--- src/rrev_pkg.sv ---
// Shared widths, codes, payload types and reset values for the rev rate block.
package rrev_pkg;

	localparam int CountW = 16;
	localparam int CoefW  = 24;
	localparam int RateW  = CoefW + CountW;

	localparam int CfgIdxW = 1;

	localparam logic [CfgIdxW-1:0] CFG_SPEED_COEF   = 1'b0;
	localparam logic [CfgIdxW-1:0] CFG_CADENCE_COEF = 1'b1;

	localparam logic [CoefW-1:0] SPEED_COEF_RESET   = 24'd7630;
	localparam logic [CoefW-1:0] CADENCE_COEF_RESET = 24'd61440;

	localparam logic CMD_SAMPLE = 1'b0;
	localparam logic CMD_CLEAR  = 1'b1;

	localparam logic SENSOR_SPEED   = 1'b0;
	localparam logic SENSOR_CADENCE = 1'b1;

	typedef struct packed {
		logic              command;
		logic              sensor;
		logic [CountW-1:0] rev_count;
		logic [CountW-1:0] event_time;
	} sample_t;

	typedef struct packed {
		logic [RateW-1:0] rate;
		logic             updated;
		logic             zero_time_error;
	} result_t;

	// divider handshake, top to divider
	typedef struct packed {
		logic start;
	} div_ctrl_t;

	// divider status, divider to top
	typedef struct packed {
		logic busy;
		logic done;
	} div_stat_t;

endpackage

--- src/rrev_divider.sv ---
// Restoring shift-subtract divider, one quotient bit per cycle.
module rrev_divider #(
	parameter int DvdW = rrev_pkg::RateW,
	parameter int DsrW = rrev_pkg::CountW
) (
	input  logic                clk,
	input  logic                arst_n,
	input  rrev_pkg::div_ctrl_t ctrl,
	input  logic [DvdW-1:0]     dividend,
	input  logic [DsrW-1:0]     divisor,
	output rrev_pkg::div_stat_t stat,
	output logic [DvdW-1:0]     quotient
);
	import rrev_pkg::*;

	localparam int CntW = $clog2(DvdW + 1);

	logic [DvdW-1:0] dvd_q;
	logic [DsrW-1:0] dsr_q;
	logic [DsrW-1:0] rem_q;
	logic [CntW-1:0] cnt_q;
	logic            busy_q;
	logic            done_q;

	logic [DsrW:0]   trial;
	logic [DsrW:0]   diff;
	logic            fits;

	// remainder stays below divisor, so trial < 2*divisor
	assign trial = {rem_q, dvd_q[DvdW-1]};
	assign fits  = trial >= {1'b0, dsr_q};
	assign diff  = trial - {1'b0, dsr_q};

	always_ff @(posedge clk or negedge arst_n) begin
		if (!arst_n) begin
			busy_q <= 1'b0;
			done_q <= 1'b0;
			cnt_q  <= '0;
		end else begin
			// pulse after the last iteration
			done_q <= busy_q && !ctrl.start && (cnt_q == CntW'(1));
			if (ctrl.start) begin
				busy_q <= 1'b1;
				cnt_q  <= CntW'(DvdW);
			end else if (busy_q) begin
				cnt_q <= cnt_q - CntW'(1);
				if (cnt_q == CntW'(1)) begin
					busy_q <= 1'b0;
				end
			end
		end
	end

	always_ff @(posedge clk) begin
		if (ctrl.start) begin
			dvd_q <= dividend;
			dsr_q <= divisor;
			rem_q <= '0;
		end else if (busy_q) begin
			dvd_q <= {dvd_q[DvdW-2:0], fits};
			rem_q <= fits ? diff[DsrW-1:0] : trial[DsrW-1:0];
		end
	end

	assign stat.busy = busy_q;
	assign stat.done = done_q;
	assign quotient  = dvd_q;

endmodule

--- config.mk ---
export PLATFORM = sky130hd
export DESIGN_NAME = rrev_divider
export DESIGN_NICKNAME = d
export VERILOG_FILES = /design/src/rrev_pkg.sv /design/src/rrev_divider.sv
export SDC_FILE = /design/constraint.sdc
export NUM_CORES = 1
export LEC_CHECK = 0
export BUFFER_PORTS_ARGS = -buffer_cell sky130_fd_sc_hd__buf_2
export CAP_MARGIN = 20
export CORE_MARGIN = 5
export CORE_UTILIZATION = 35
export DETAILED_ROUTE_END_ITERATION = 7
export SKIP_CTS_REPAIR_TIMING = 1
export SYNTH_ARGS = -nofsm -noshare
export SYNTH_HDL_FRONTEND = slang
export SYNTH_SLANG_ARGS = --single-unit
--- constraint.sdc ---
create_clock -name clk -period 2.66 [get_ports clk]
set_input_delay 0.532 -clock clk [delete_from_list [all_inputs] [get_ports clk]]
set_output_delay 0.532 -clock clk [all_outputs]
set_load 0.005 [all_outputs]
==> results of run 1 <==
-- through the flow --
step                hold slack [ns]  instance area, sq um  setup slack, ns
CTS                          0.0175                  5170            0.198
global route                 0.0296                  5170           0.0564
detailed placement            0.387                  4880            0.208
global placement              0.388                  4880            0.252
floorplan                     0.236                  4210            0.225
finish                       0.0298                  5170            0.208
-- logic make-up (layout without fill, tap and decap cells) --
family,count (synthesis),in the layout
AND/OR/NAND/NOR,90,90
flip-flops,80,80
AO/OA/AOI/OAI,76,76
multiplexers,42,42
buffers and inverters,38,148
adder cells (fa/ha/maj),19,19
XOR/XNOR,14,14
-- power groups by stage --
stage	registers [mW]	clock network [mW]	logic [mW]
after floorplan	1.71	0	1.19
after global placement	1.73	0	1.54
after detailed placement	1.74	0	1.55
after CTS	1.72	1.27	1.56
after global routing	1.75	1.33	1.75
final	1.72	1.22	1.56
-- layout make-up --
type	count	area, sq um	area share [%]
flip-flops and latches	80	2200	42.6
multi-input cells	241	1840	35.5
repair buffers	111	583	11.3
clock buffers	10	229	4.43
well taps	147	184	3.56
inverters	21	78.8	1.52
clock inverters	6	60.1	1.16
-- state kept, by name (all words and copies together), names as in the netlist --
name / cells
busy_q: 1
cnt_q: 6
done_q: 1
dsr_q: 16
quotient: 40
rem_q: 16
-- synth_stat cells (4+ instances only) --
library cell / count
edfxtp_1: 56
mux2_2: 40
nor2_1: 27
nand2_1: 26
inv_1: 21
ha_1: 18
dfxtp_1: 16
a21oi_1: 14
o21ai_0: 12
clkbuf_1: 11
o211ai_1: 10
dfrtp_1: 8
nor3_1: 8
xor2_1: 8
nand2b_1: 7
a21o_1: 6
xnor2_1: 6
nand3_1: 4
nor2b_1: 4
-- worst max-delay path by stage --
| stage | slack [ns] | start | end |
|---|---|---|---|
| detailed placement | 0.21 | dsr_q[14] | quotient[0] |
| CTS | 0.20 | dsr_q[14] | quotient[0] |
| finish | 0.21 | dsr_q[14] | quotient[0] |
| floorplan | 0.23 | dsr_q[14] | quotient[0] |
| global route | 0.06 | dsr_q[10] | quotient[0] |
| global placement | 0.25 | dsr_q[14] | quotient[0] |
-- worst max-delay path, cell delays in order, from the launching register on --
cell      delay (ns)
edfxtp_1        0.33
inv_1           0.04
ha_1            0.39
a21o_1          0.21
a211o_1         0.29
a31o_2          0.30
or2_4           0.35
mux2_2          0.28
-- layer usage --
metal,global-route usage [%],up-vias,part of all wire (%)
met2,22.4,95,44
li1,-,1535,-
met5,0,-,0
met4,6.23,0,2.0
met1,19.2,1517,47
met3,5.66,11,7.5
==> results.txt, run 1 <==
- Detailed placement HPWL: 7.25 mm
- Initial standard-cell utilization of the core: 35.3%
- After synthesis, the largest family of logic cells by area is compound AO/OA/AOI/OAI gates.
- Endpoint arrival time on the critical path: 2.54 ns
- When the netlist entered floorplanning its net count stood at 437.
- Maximum vdd drop: 0.330 mV
* Count of flip-flops with a built-in enable after synthesis: 56
- Setup TNS: 0 ns
* Final-layout fill cell count: 1168
* Required time of the critical path: 2.75 ns
- RSZ-0062 raised after global routing: no
* Crit path kind: reg2reg
* Cell depth of the worst flop-to-flop path: 7
- Counting flops and latches in the post-synthesis netlist gives 80.
- Cell types occupying the most area after synthesis: edfxtp_1 40%, mux2_2 11%, dfxtp_1 7.6%
- The die covers 14300 sq um.
- The number of placed instances, taps included, is 600.
- Routed vias/inst: 5.13
- Share of cells above drive strength 1: 37.1%
* Final standard cell count with taps included and fillers excluded: 616
- The worst setup path is launched from a flip-flop.
- For this design the total switching power over the nets is 1.49 mW.
- Overall power consumption: 4.49 mW
- Routed WL: 9.96 mm
- The floorplan step defined a core boundary enclosing 11900 sq um.
- Headroom to the max-slew limit came out at 52.5%.
* Number of H-tree levels: 3
- The number of antenna diodes in the final layout is 0.
- Share of synthesized cell area in and, or, nand and nor gates: 10.3%
- Per report_power, the combinational group accounts for 34.6% of the total.
* Clock network fraction of design power: 27.1%
- Hold Crit Class: in2async
- The worst setup path is captured at a flip-flop.
- Clock tree synthesis inserted a total of 9 buffers.
- After Yosys synthesis, full adders, half adders and majority gates account for 5.83% of the synthesized area.
- For this run, the post-layout net count is 542.
- Summed over its instances, the top area cell type makes up 40.0% of the synthesized netlist area.
* Final count of pins violating max slew: 0
- Unique cell type count in the Yosys netlist: 55
* Io pins: 101
- In this run switching power makes up 33.2% of total power.
- Flip-flop cell with the highest count after synthesis: edfxtp_1
- Share of total power in sequential cells: 38.2%
* Cell type with the largest total area after synthesis: edfxtp_1
- Of all nets on the critical path, the largest fanout is 13.
- The count of nets left with antenna violations once routing finished came out at 0.
* Number of design rule violations left after detail routing: 0
* PwrDens: 869 nW/um^2
- After clock tree synthesis, the clock-pin slew on the worst setup and hold paths is 0.06 ns.
- In this run the horizontal extent of the chip is 120 um.
* Grt total ovfl: 0
- TritonCTS built the clock tree.
* Global placement routability congestion: 0.852
- The number of hold-slack violations in the final timing report was 0.
* Compound-gate portion of the synthesized area: 13.4%
- The internal power of the cells totals 3.00 mW.
- In this run the critical register-to-register path is captured at quotient[0].
* Timing-limited maximum frequency: 0.408 GHz
* Number of buffers on the longest clock path: 2
- In the global route stage, overall resource usage came out at 14.9%.
- Most common library cell in the layout ignoring fill and taps: buf_2
- The routed layout has 3158 vias.
- Number of port buffers: 100
- For the pin with the worst max-slew slack, the measured transition is 0.705 ns.
* Multiplexer area fraction after synthesis: 11.2%
- The tree built by TritonCTS fans out to 80 sinks.
- Clock latency on the worst-skew pair, taken at its later pin, is 0.34 ns.
- For this run, the share of the core covered by cells in the final layout is 43.4%.
- Detail-routed net length per standard cell: 16.2 um
* XOR/XNOR Fraction of Synth Area: 2.91%
- Sequential cells were found to cover 52.3% of the synthesized design area.
- The Yosys step of the flow raised 0 warnings.
* Pin count of the biggest net entering global routing: 41
- Setup violations remaining at the end of the flow were counted as 0.
- Number of design-rule violations left by the first detailed-router iteration: 194
- Share of flip-flops with an asynchronous set or reset: 10.0%
- Vias in the first global route: 3395
- Period minus WS final: 2.45 ns
- Final worst-path cycle share: 92.2%
- Antenna violations before repair: 0
- The first global-routing pass estimated 17.0 mm of wire.
- Average cell area after synthesis: 11.7 sq um
* Leakage power total: 2.24 nW
* Commonest cells after routing, fill and taps aside: 100 x buf_2, 56 x edfxtp_1, 40 x mux2_2
- The run finished with clean final reports.
- Initial DRT Pass Iterations: 4
- The floorplan has 40 rows.
- Measured along the y axis, the die boundary spans 120 um.
- Maximum capacitance violations: 0
* Number of cells produced by synthesis: 359
- Clock Skews: 0.00878 ns
* Worst reg2reg setup slack: 0.21 ns
- The tree is rooted in a clkbuf_16.
- The startpoint identified for the worst register-to-register timing path is dsr_q[14].
- After synthesis the cells add up to 4210 sq um.
- P&R area growth vs syn: 22.9%
Power figures use the tool's default switching activity.
==> run 2, diff against run 1 <==
--- a/config.mk
+++ b/config.mk
@@ -7,6 +7,7 @@
 export LEC_CHECK = 0
 export BUFFER_PORTS_ARGS = -buffer_cell sky130_fd_sc_hd__buf_2
 export CAP_MARGIN = 20
+export CORE_ASPECT_RATIO = 0.8
 export CORE_MARGIN = 5
 export CORE_UTILIZATION = 35
 export DETAILED_ROUTE_END_ITERATION = 7
==> results.txt, run 2 (synthesis results as in run 1) <==
- Result of the run: finished, final reports clean (unchanged).
- The core occupancy in the finished layout is 44.4% (was 43.4%).
- Vias in the first global route: 3125 (was 3395)
- The clock latency on the worst-skew pair is 0.34 ns (about the same).
- The number of buffers between clock root and the deepest sink is 2 (unchanged).
- Crit path kind: reg2reg (unchanged)
- Final count of pins violating max slew: 0 (unchanged)
* Die Y: 108 um (was 120 um)
- The routed wire length on met3 is 470 um (was 747 um).
* Overall power consumption: 4.47 mW (was 4.49 mW)
* Leakage power total: 2.23 nW (was 2.24 nW)
- The count of endpoints failing setup in the final report is 0 (unchanged).
- The total number of placement rows was 35 (was 40).
- The worst slack at placement is 0.184 ns (was 0.208 ns).
- The met1 layer wirelength in the final routing is 4.67 mm (was 4.65 mm).
- Number of H-tree levels: 3 (unchanged)
- Timing-limited maximum frequency: 0.402 GHz (was 0.408 GHz)
* Core box area: 11600 sq um (was 11900 sq um)
- The I/O pin total came to 101 (unchanged).
- The die footprint is 14300 sq um (about the same).
- Number of buffers created by CTS: 9 (unchanged)
* Clock Skews: 0.00556 ns (was 0.00878 ns)
* Met2 wire length: 4.71 mm (was 4.36 mm)
- The largest fanout of any net on the critical path was 18 (was 13).
- Area of placed instances: 4880 sq um (about the same)
* Wire length of the first global-routing pass: 16.1 mm (was 17.0 mm)
- The detailed-routing iteration count for the pre-antenna-repair pass came to 4 (unchanged).
- The final weighted congestion in routability-driven placement was 0.875 (was 0.852).
* Pin count of the biggest net entering global routing: 41 (unchanged)
- The max-cap violation count was 0 (unchanged).
- The worst path arrival time is 2.73 ns (was 2.54 ns).
- Most common library cell in the layout ignoring fill and taps: buf_2 (unchanged)
* Hold Crit Class: in2async (unchanged)
* PwrDens: 866 nW/um^2 (was 869 nW/um^2)
* Ant. Diodes: 0 (unchanged)
- Detailed placement HPWL: 7.41 mm (was 7.25 mm)
* Final instance area: 5170 sq um (about the same)
* Total instance count after detailed placement: 601 (was 600)
- The clock period minus final worst setup slack is 2.49 ns (was 2.45 ns).
* RSZ-0062 raised after global routing: no (unchanged)
- Via count: 3094 (was 3158)
- The portion of the clock cycle consumed by the worst path in the final layout came to 93.6% (was 92.2%).
- Actual transition at the worst max-transition pin: 0.624 ns (was 0.705 ns)
* Antenna violations before repair: 0 (unchanged)
- Final-layout fill cell count: 1097 (was 1168)
- The flip-flop count of the largest register after layout was 40 (unchanged).
- Critical path launch point type: flip-flop (unchanged)
- Clk pin slew, worst setup/hold paths: 0.06 ns (about the same)
- Number of clock sinks seen by CTS: 80 (unchanged)
* Maximum vdd drop: 0.391 mV (was 0.330 mV)
- The total track usage is 14.1% (was 14.9%).
- The buffer cell driving the clock tree root is clkbuf_16 (unchanged).
* Required time of the critical path: 2.90 ns (was 2.75 ns)
- Fin worst setup slack: 0.170 ns (was 0.208 ns)
- Net count of the finished layout: 542 (unchanged)
* Number of design-rule violations left by the first detailed-router iteration: 254 (was 194)
- Final standard cell count with taps included and fillers excluded: 617 (was 616)
- The total overflow reported by the global router is 0 (unchanged).
* Routed vias/inst: 5.01 (was 5.13)
- The topmost layer with routed signal wires is met4 (unchanged).
- P&R area growth vs syn: 22.8% (was 22.9%)
- The fraction of layout instances using a drive strength above 1 is 37.5% (was 37.1%).
- The number of hold-slack violations in the final timing report was 0 (unchanged).
- The die outline width was 133 um (was 120 um).
* Clock tree from TritonCTS: yes (unchanged)
- Worst-case headroom to the max-slew limit: 57.9% (was 52.5%)
- The total of buffers placed on input and output ports is 100 (unchanged).
- Crit. End Element: flip-flop (unchanged)
- Commonest cells after routing, fill and taps aside: 100 x buf_2, 56 x edfxtp_1, 40 x mux2_2 (unchanged).
- Number of nets with antenna violations after routing: 0 (unchanged)
- Setup TNS: 0 ns (unchanged)
- The average routed wire per standard cell is 16.2 um (about the same).
- The number of design rule violations left after detail routing came to 0 (unchanged).
- Hold slack final: 0.0223 ns (was 0.0298 ns)
- The total wire length after detailed routing was 9.97 mm (was 9.96 mm).
* Initial standard-cell utilization of the core: 36.1% (was 35.3%)
==> run 2: cell types whose count changed in the layout (fill, tap and decap cells not counted) <==
cell and delta:
clkinvlp_4 +3, bufinv_16 -1, clkbuf_1 -1, clkinv_1 -1
clkinv_2 -2, clkinv_4 +1, inv_6 +1
==> run 2: cell type report <==
type,count,area (sq um),share of cell area [%]
Sequential cell,80,2200,42.6
Inverter,21,78.8,1.53
Multi-Input combinational cell,241,1840,35.5
Timing Repair Buffer,111,583,11.3
Clock inverter,7,56.3,1.09
Clock buffer,9,225,4.36
Tap cell,148,185,3.58
==> run 2: layer usage <==
metal | track usage, % | vias to the layer above
met1 | 18.5 | 1488
li1 | - | 1530
met4 | 5.12 | 0
met2 | 22.5 | 67
met3 | 3.67 | 9
met5 | 0 | -
==> run 2: worst max-delay path, cell delays in order (launching register included) <==
cell	delay, ns
edfxtp_1	0.32
inv_1	0.04
ha_1	0.34
a21o_1	0.24
a211o_1	0.31
o211ai_4	0.25
a211oi_4	0.10
buf_4	0.22
or3_1	0.32
a32o_1	0.25
==> run 2: worst paths after layout <==
path                             end  cells past startpoint        start  slack [ns]
min                         cnt_q[4]                      1       arst_n        0.02
min in group clk           dsr_q[10]                      1  divisor[10]        0.36
min reg2reg                 rem_q[6]                      2     rem_q[5]        0.50
max                         rem_q[1]                      9     dsr_q[4]        0.17
max in group asynchronous   cnt_q[0]                      1       arst_n        2.46
max reg2reg                 rem_q[1]                      9     dsr_q[4]        0.17
==> run 2: power breakdown <==
part | total (mW) | leakage, nW | switching, mW | internal, mW
Clock | 1.17 | 0.125 | 0.529 | 0.639
Combinational | 1.58 | 1.30 | 0.866 | 0.718
Sequential | 1.72 | 0.806 | 0.154 | 1.57
Total | 4.47 | 2.23 | 1.55 | 2.93
==> run 3, diff against run 2 <==
--- a/config.mk
+++ b/config.mk
@@ -5,12 +5,14 @@
 export SDC_FILE = /design/constraint.sdc
 export NUM_CORES = 1
 export LEC_CHECK = 0
+export ABC_AREA = 1
 export BUFFER_PORTS_ARGS = -buffer_cell sky130_fd_sc_hd__buf_2
 export CAP_MARGIN = 20
 export CORE_ASPECT_RATIO = 0.8
 export CORE_MARGIN = 5
 export CORE_UTILIZATION = 35
 export DETAILED_ROUTE_END_ITERATION = 7
+export SETUP_SLACK_MARGIN = 0.3
 export SKIP_CTS_REPAIR_TIMING = 1
 export SYNTH_ARGS = -nofsm -noshare
 export SYNTH_HDL_FRONTEND = slang
==> results.txt, run 3 <==
- Result of the run: finished, final reports clean (unchanged)
- Sequential fraction of the synthesis area: 49.2% (was 52.3%)
- The most common library cell in the layout ignoring fill and taps was nand2_1 (was buf_2).
- The smallest hold slack was 0.0260 ns (was 0.0223 ns).
- Critical Path, Cell by Cell: inv_1, ha_1, a21oi_1, o21a_1, nand2_2, nor2_8, nand2_8, nand2_1, nand3_1, o21ai_0 (was inv_1, ha_1, a21o_1, a211o_1, o211ai_4, a211oi_4, buf_4, or3_1, a32o_1)
* Clock Skews: 0.00977 ns (was 0.00556 ns)
- The placeable core region came to 12700 sq um (was 11600 sq um).
- The kind of launch point of the worst setup path is a flip-flop (unchanged).
- Grt total ovfl: 0 (unchanged)
- Count of flip-flops with a built-in enable after synthesis: 56 (unchanged)
* Utilization after layout: 42.9% (was 44.4%)
- Crit. End Element: flip-flop (unchanged)
* Average cell area after synthesis: 8.07 sq um (was 11.7 sq um)
* Horizontal die dimension: 136 um (was 133 um)
* Number of buffers on the longest clock path: 2 (unchanged)
- Number of port buffers: 100 (unchanged)
- The antenna diode count is 0 (unchanged).
- The reported leakage power was 2.86 nW (was 2.23 nW).
- The synthesis-to-layout area growth was 21.7% (was 22.8%).
- The number of buffers created by CTS is 9 (unchanged).
* Actual transition at the worst max-transition pin: 0.896 ns (was 0.624 ns)
* Final-layout fill cell count: 1296 (was 1097)
- The number of cells on the worst reg-to-reg path came to 10 (was 9).
- Final worst-path cycle share: 77.9% (was 93.6%)
* Maximum capacitance violations: 0 (unchanged)
* Hold Crit Class: in2async (unchanged)
- FP Rows: 37 (was 35)
- Number of clock sinks seen by CTS: 80 (unchanged)
- The worst stage delay on the critical path is 0.36 ns (was 0.34 ns).
- Endpoint arrival time on the critical path: 2.32 ns (was 2.73 ns)
* Flip-flop cell with the highest count after synthesis: edfxtp_1 (unchanged)
- Final count of pins violating max slew: 0 (unchanged)
- The final net count was 733 (was 542).
- The number of vias in the routed layout came to 3782 (was 3094).
* Timing-limited maximum frequency: 0.482 GHz (was 0.402 GHz)
* Total instance count after detailed placement: 819 (was 601)
* Commonest cells after routing, fill and taps aside: 236 x nand2_1, 100 x buf_2, 74 x inv_1 (was 100 x buf_2, 56 x edfxtp_1, 40 x mux2_2)
- RSZ-0062 raised after global routing: no (unchanged)
- Number of nets with antenna violations after routing: 0 (unchanged)
* Floorplan die area: 15200 sq um (was 14300 sq um)
- Most common cell in the netlist: nand2_1 (was edfxtp_1)
* Number of design rule violations left after detail routing: 0 (unchanged)
* Routed vias/inst: 4.53 (was 5.01)
- The count of endpoints failing setup in the final report came to 0 (unchanged).
- The starting DRC count in detailed routing is 295 (was 254).
- Share of flip-flops with an asynchronous set or reset: 10.0% (unchanged)
- Cell types occupying the most area after synthesis: edfxtp_1 38%, nand2_1 20%, dfxtp_1 7.2% (was edfxtp_1 40%, mux2_2 11%, dfxtp_1 7.6%).
- Pin count of the biggest net entering global routing: 48 (was 41)
* Cell type with the largest total area after synthesis: edfxtp_1 (unchanged)
- The clock period minus final worst setup slack is 2.07 ns (was 2.49 ns).
* Wire length of the first global-routing pass: 18.1 mm (was 16.1 mm)
- The average routed wire per standard cell was 13.1 um (was 16.2 um).
* Worst-case headroom to the max-slew limit: 40.2% (was 57.9%)
- Detailed placement HPWL: 8.08 mm (was 7.41 mm)
- Critical path's slowest cell: ha_1 (unchanged)
* Initial standard-cell utilization of the core: 35.3% (was 36.1%)
* Number of flip-flops and latches in the synthesized netlist: 80 (unchanged)
* Top-area cell type share of the netlist area: 37.6% (was 40.0%)
* Io pins: 101 (unchanged)
- The largest fanout of any net on the critical path came to 18 (unchanged).
- Setup TNS: 0 ns (unchanged)
- Final instance area: 5440 sq um (was 5170 sq um)
- The number of hold-slack violations in the final timing report is 0 (unchanged).
* Warning count from the yosys run: 0 (unchanged)
* Die Y: 111 um (was 108 um)
- PwrDens: 908 nW/um^2 (was 866 nW/um^2)
- Number of H-tree levels: 3 (unchanged)
* Antenna violations before repair: 0 (unchanged)
- Unique cell type count in the Yosys netlist: 38 (was 55)
- Cell area after synthesis: 4470 sq um (was 4210 sq um)
- The clock transition at the registers of the reported paths is 0.07 ns (was 0.06 ns).
- Clock tree from TritonCTS: yes (unchanged)
- Insertion delay to the later sink of the worst-skew pair: 0.34 ns (about the same)
- The detailed-routing iteration count for the pre-antenna-repair pass is 4 (unchanged).
- GRT Total Usage: 14.9% (was 14.1%)
- Share of cells above drive strength 1: 22.0% (was 37.5%)
* Clock root cell: clkbuf_16 (unchanged)
* Synthesized Nets: 632 (was 437)
* Area of placed instances: 5130 sq um (was 4880 sq um)
- Most instantiated cells after synthesis: 236 x nand2_1, 74 x inv_1, 56 x edfxtp_1, 36 x nand3_1 (was 56 x edfxtp_1, 40 x mux2_2, 27 x nor2_1, 26 x nand2_1, 21 x inv_1)
- The final weighted congestion in routability-driven placement was 0.895 (was 0.875).
* Maximum vdd drop: 0.357 mV (was 0.391 mV)
- The via count of the first global-routing pass was 3605 (was 3125).
- Crit path kind: reg2reg (unchanged)
* Routed WL: 11.0 mm (was 9.97 mm)
* Final standard cell count with taps included and fillers excluded: 835 (was 617)
- Required time of the critical path: 2.91 ns (was 2.90 ns)
- The synthesized instance count was 554 (was 359).
* Number of flip-flops under the largest register name: 40 (unchanged)
[run 3: per-stage QoR]
| stage | total power [mW] | setup WS, ns |
|---|---|---|
| after floorplan | 3.25 | 0.764 |
| after global placement | 3.63 | 0.626 |
| after detailed placement | 3.65 | 0.623 |
| after CTS | 4.97 | 0.607 |
| after global routing | 5.33 | 0.436 |
| final | 4.94 | 0.587 |
[run 3: worst paths after layout]
| kind | startpoint | to | slack (ns) |
|---|---|---|---|
| max in group asynchronous | arst_n | busy_q | 2.46 |
| hold / removal | arst_n | cnt_q[4] | 0.03 |
| setup reg to reg | dsr_q[14] | rem_q[2] | 0.59 |
| hold reg to reg | rem_q[9] | rem_q[9] | 0.48 |
| setup / recovery | dsr_q[14] | rem_q[2] | 0.59 |
| min in group clk | divisor[14] | dsr_q[14] | 0.37 |
[run 3: power breakdown]
part | leakage [nW] | switching (mW) | internal (mW)
combinational | 1.88 | 1.24 | 0.734
clock | 0.153 | 0.544 | 0.747
sequential | 0.823 | 0.119 | 1.56
[run 3: logic make-up after synthesis]
kind of cell,after synthesis,share of synthesized area (%)
buffers and inverters,93,8.73
DFF,80,49.2
xor gates and xnor gates,6,1.17
and+or+nand+nor,328,31.9
adders and majority gates,19,5.48
AOI/OAI and AO/OA,28,3.47
[run 3: final cells by class]
class	count	area, sq um	area share [%]
repair buffers	105	538	9.88
well taps	175	219	4.02
multi-input cells	381	1880	34.5
flip-flops and latches	80	2200	40.5
inverters	78	294	5.40
clock inverters	7	85.1	1.56
clock buffers	9	225	4.14
[run 3: metal layers]
metal  global-route usage (%)  share of wire [%]  vias to the layer above
li1                         -                  -                     1962
met1                     20.8                 48                     1727
met2                     22.6                 46                       81
met3                     3.90                4.5                       12
met4                     4.10                1.3                        0
met5                        0                  0                        -
[run 3: worst max-delay path, delay by kind of cell (launching register included)]
family / cells / cell delay (ns)
simple gates: 5 / 0.73
compound gates: 3 / 0.51
fa+ha+maj: 1 / 0.36
flops: 1 / 0.32
buf+inv: 1 / 0.04
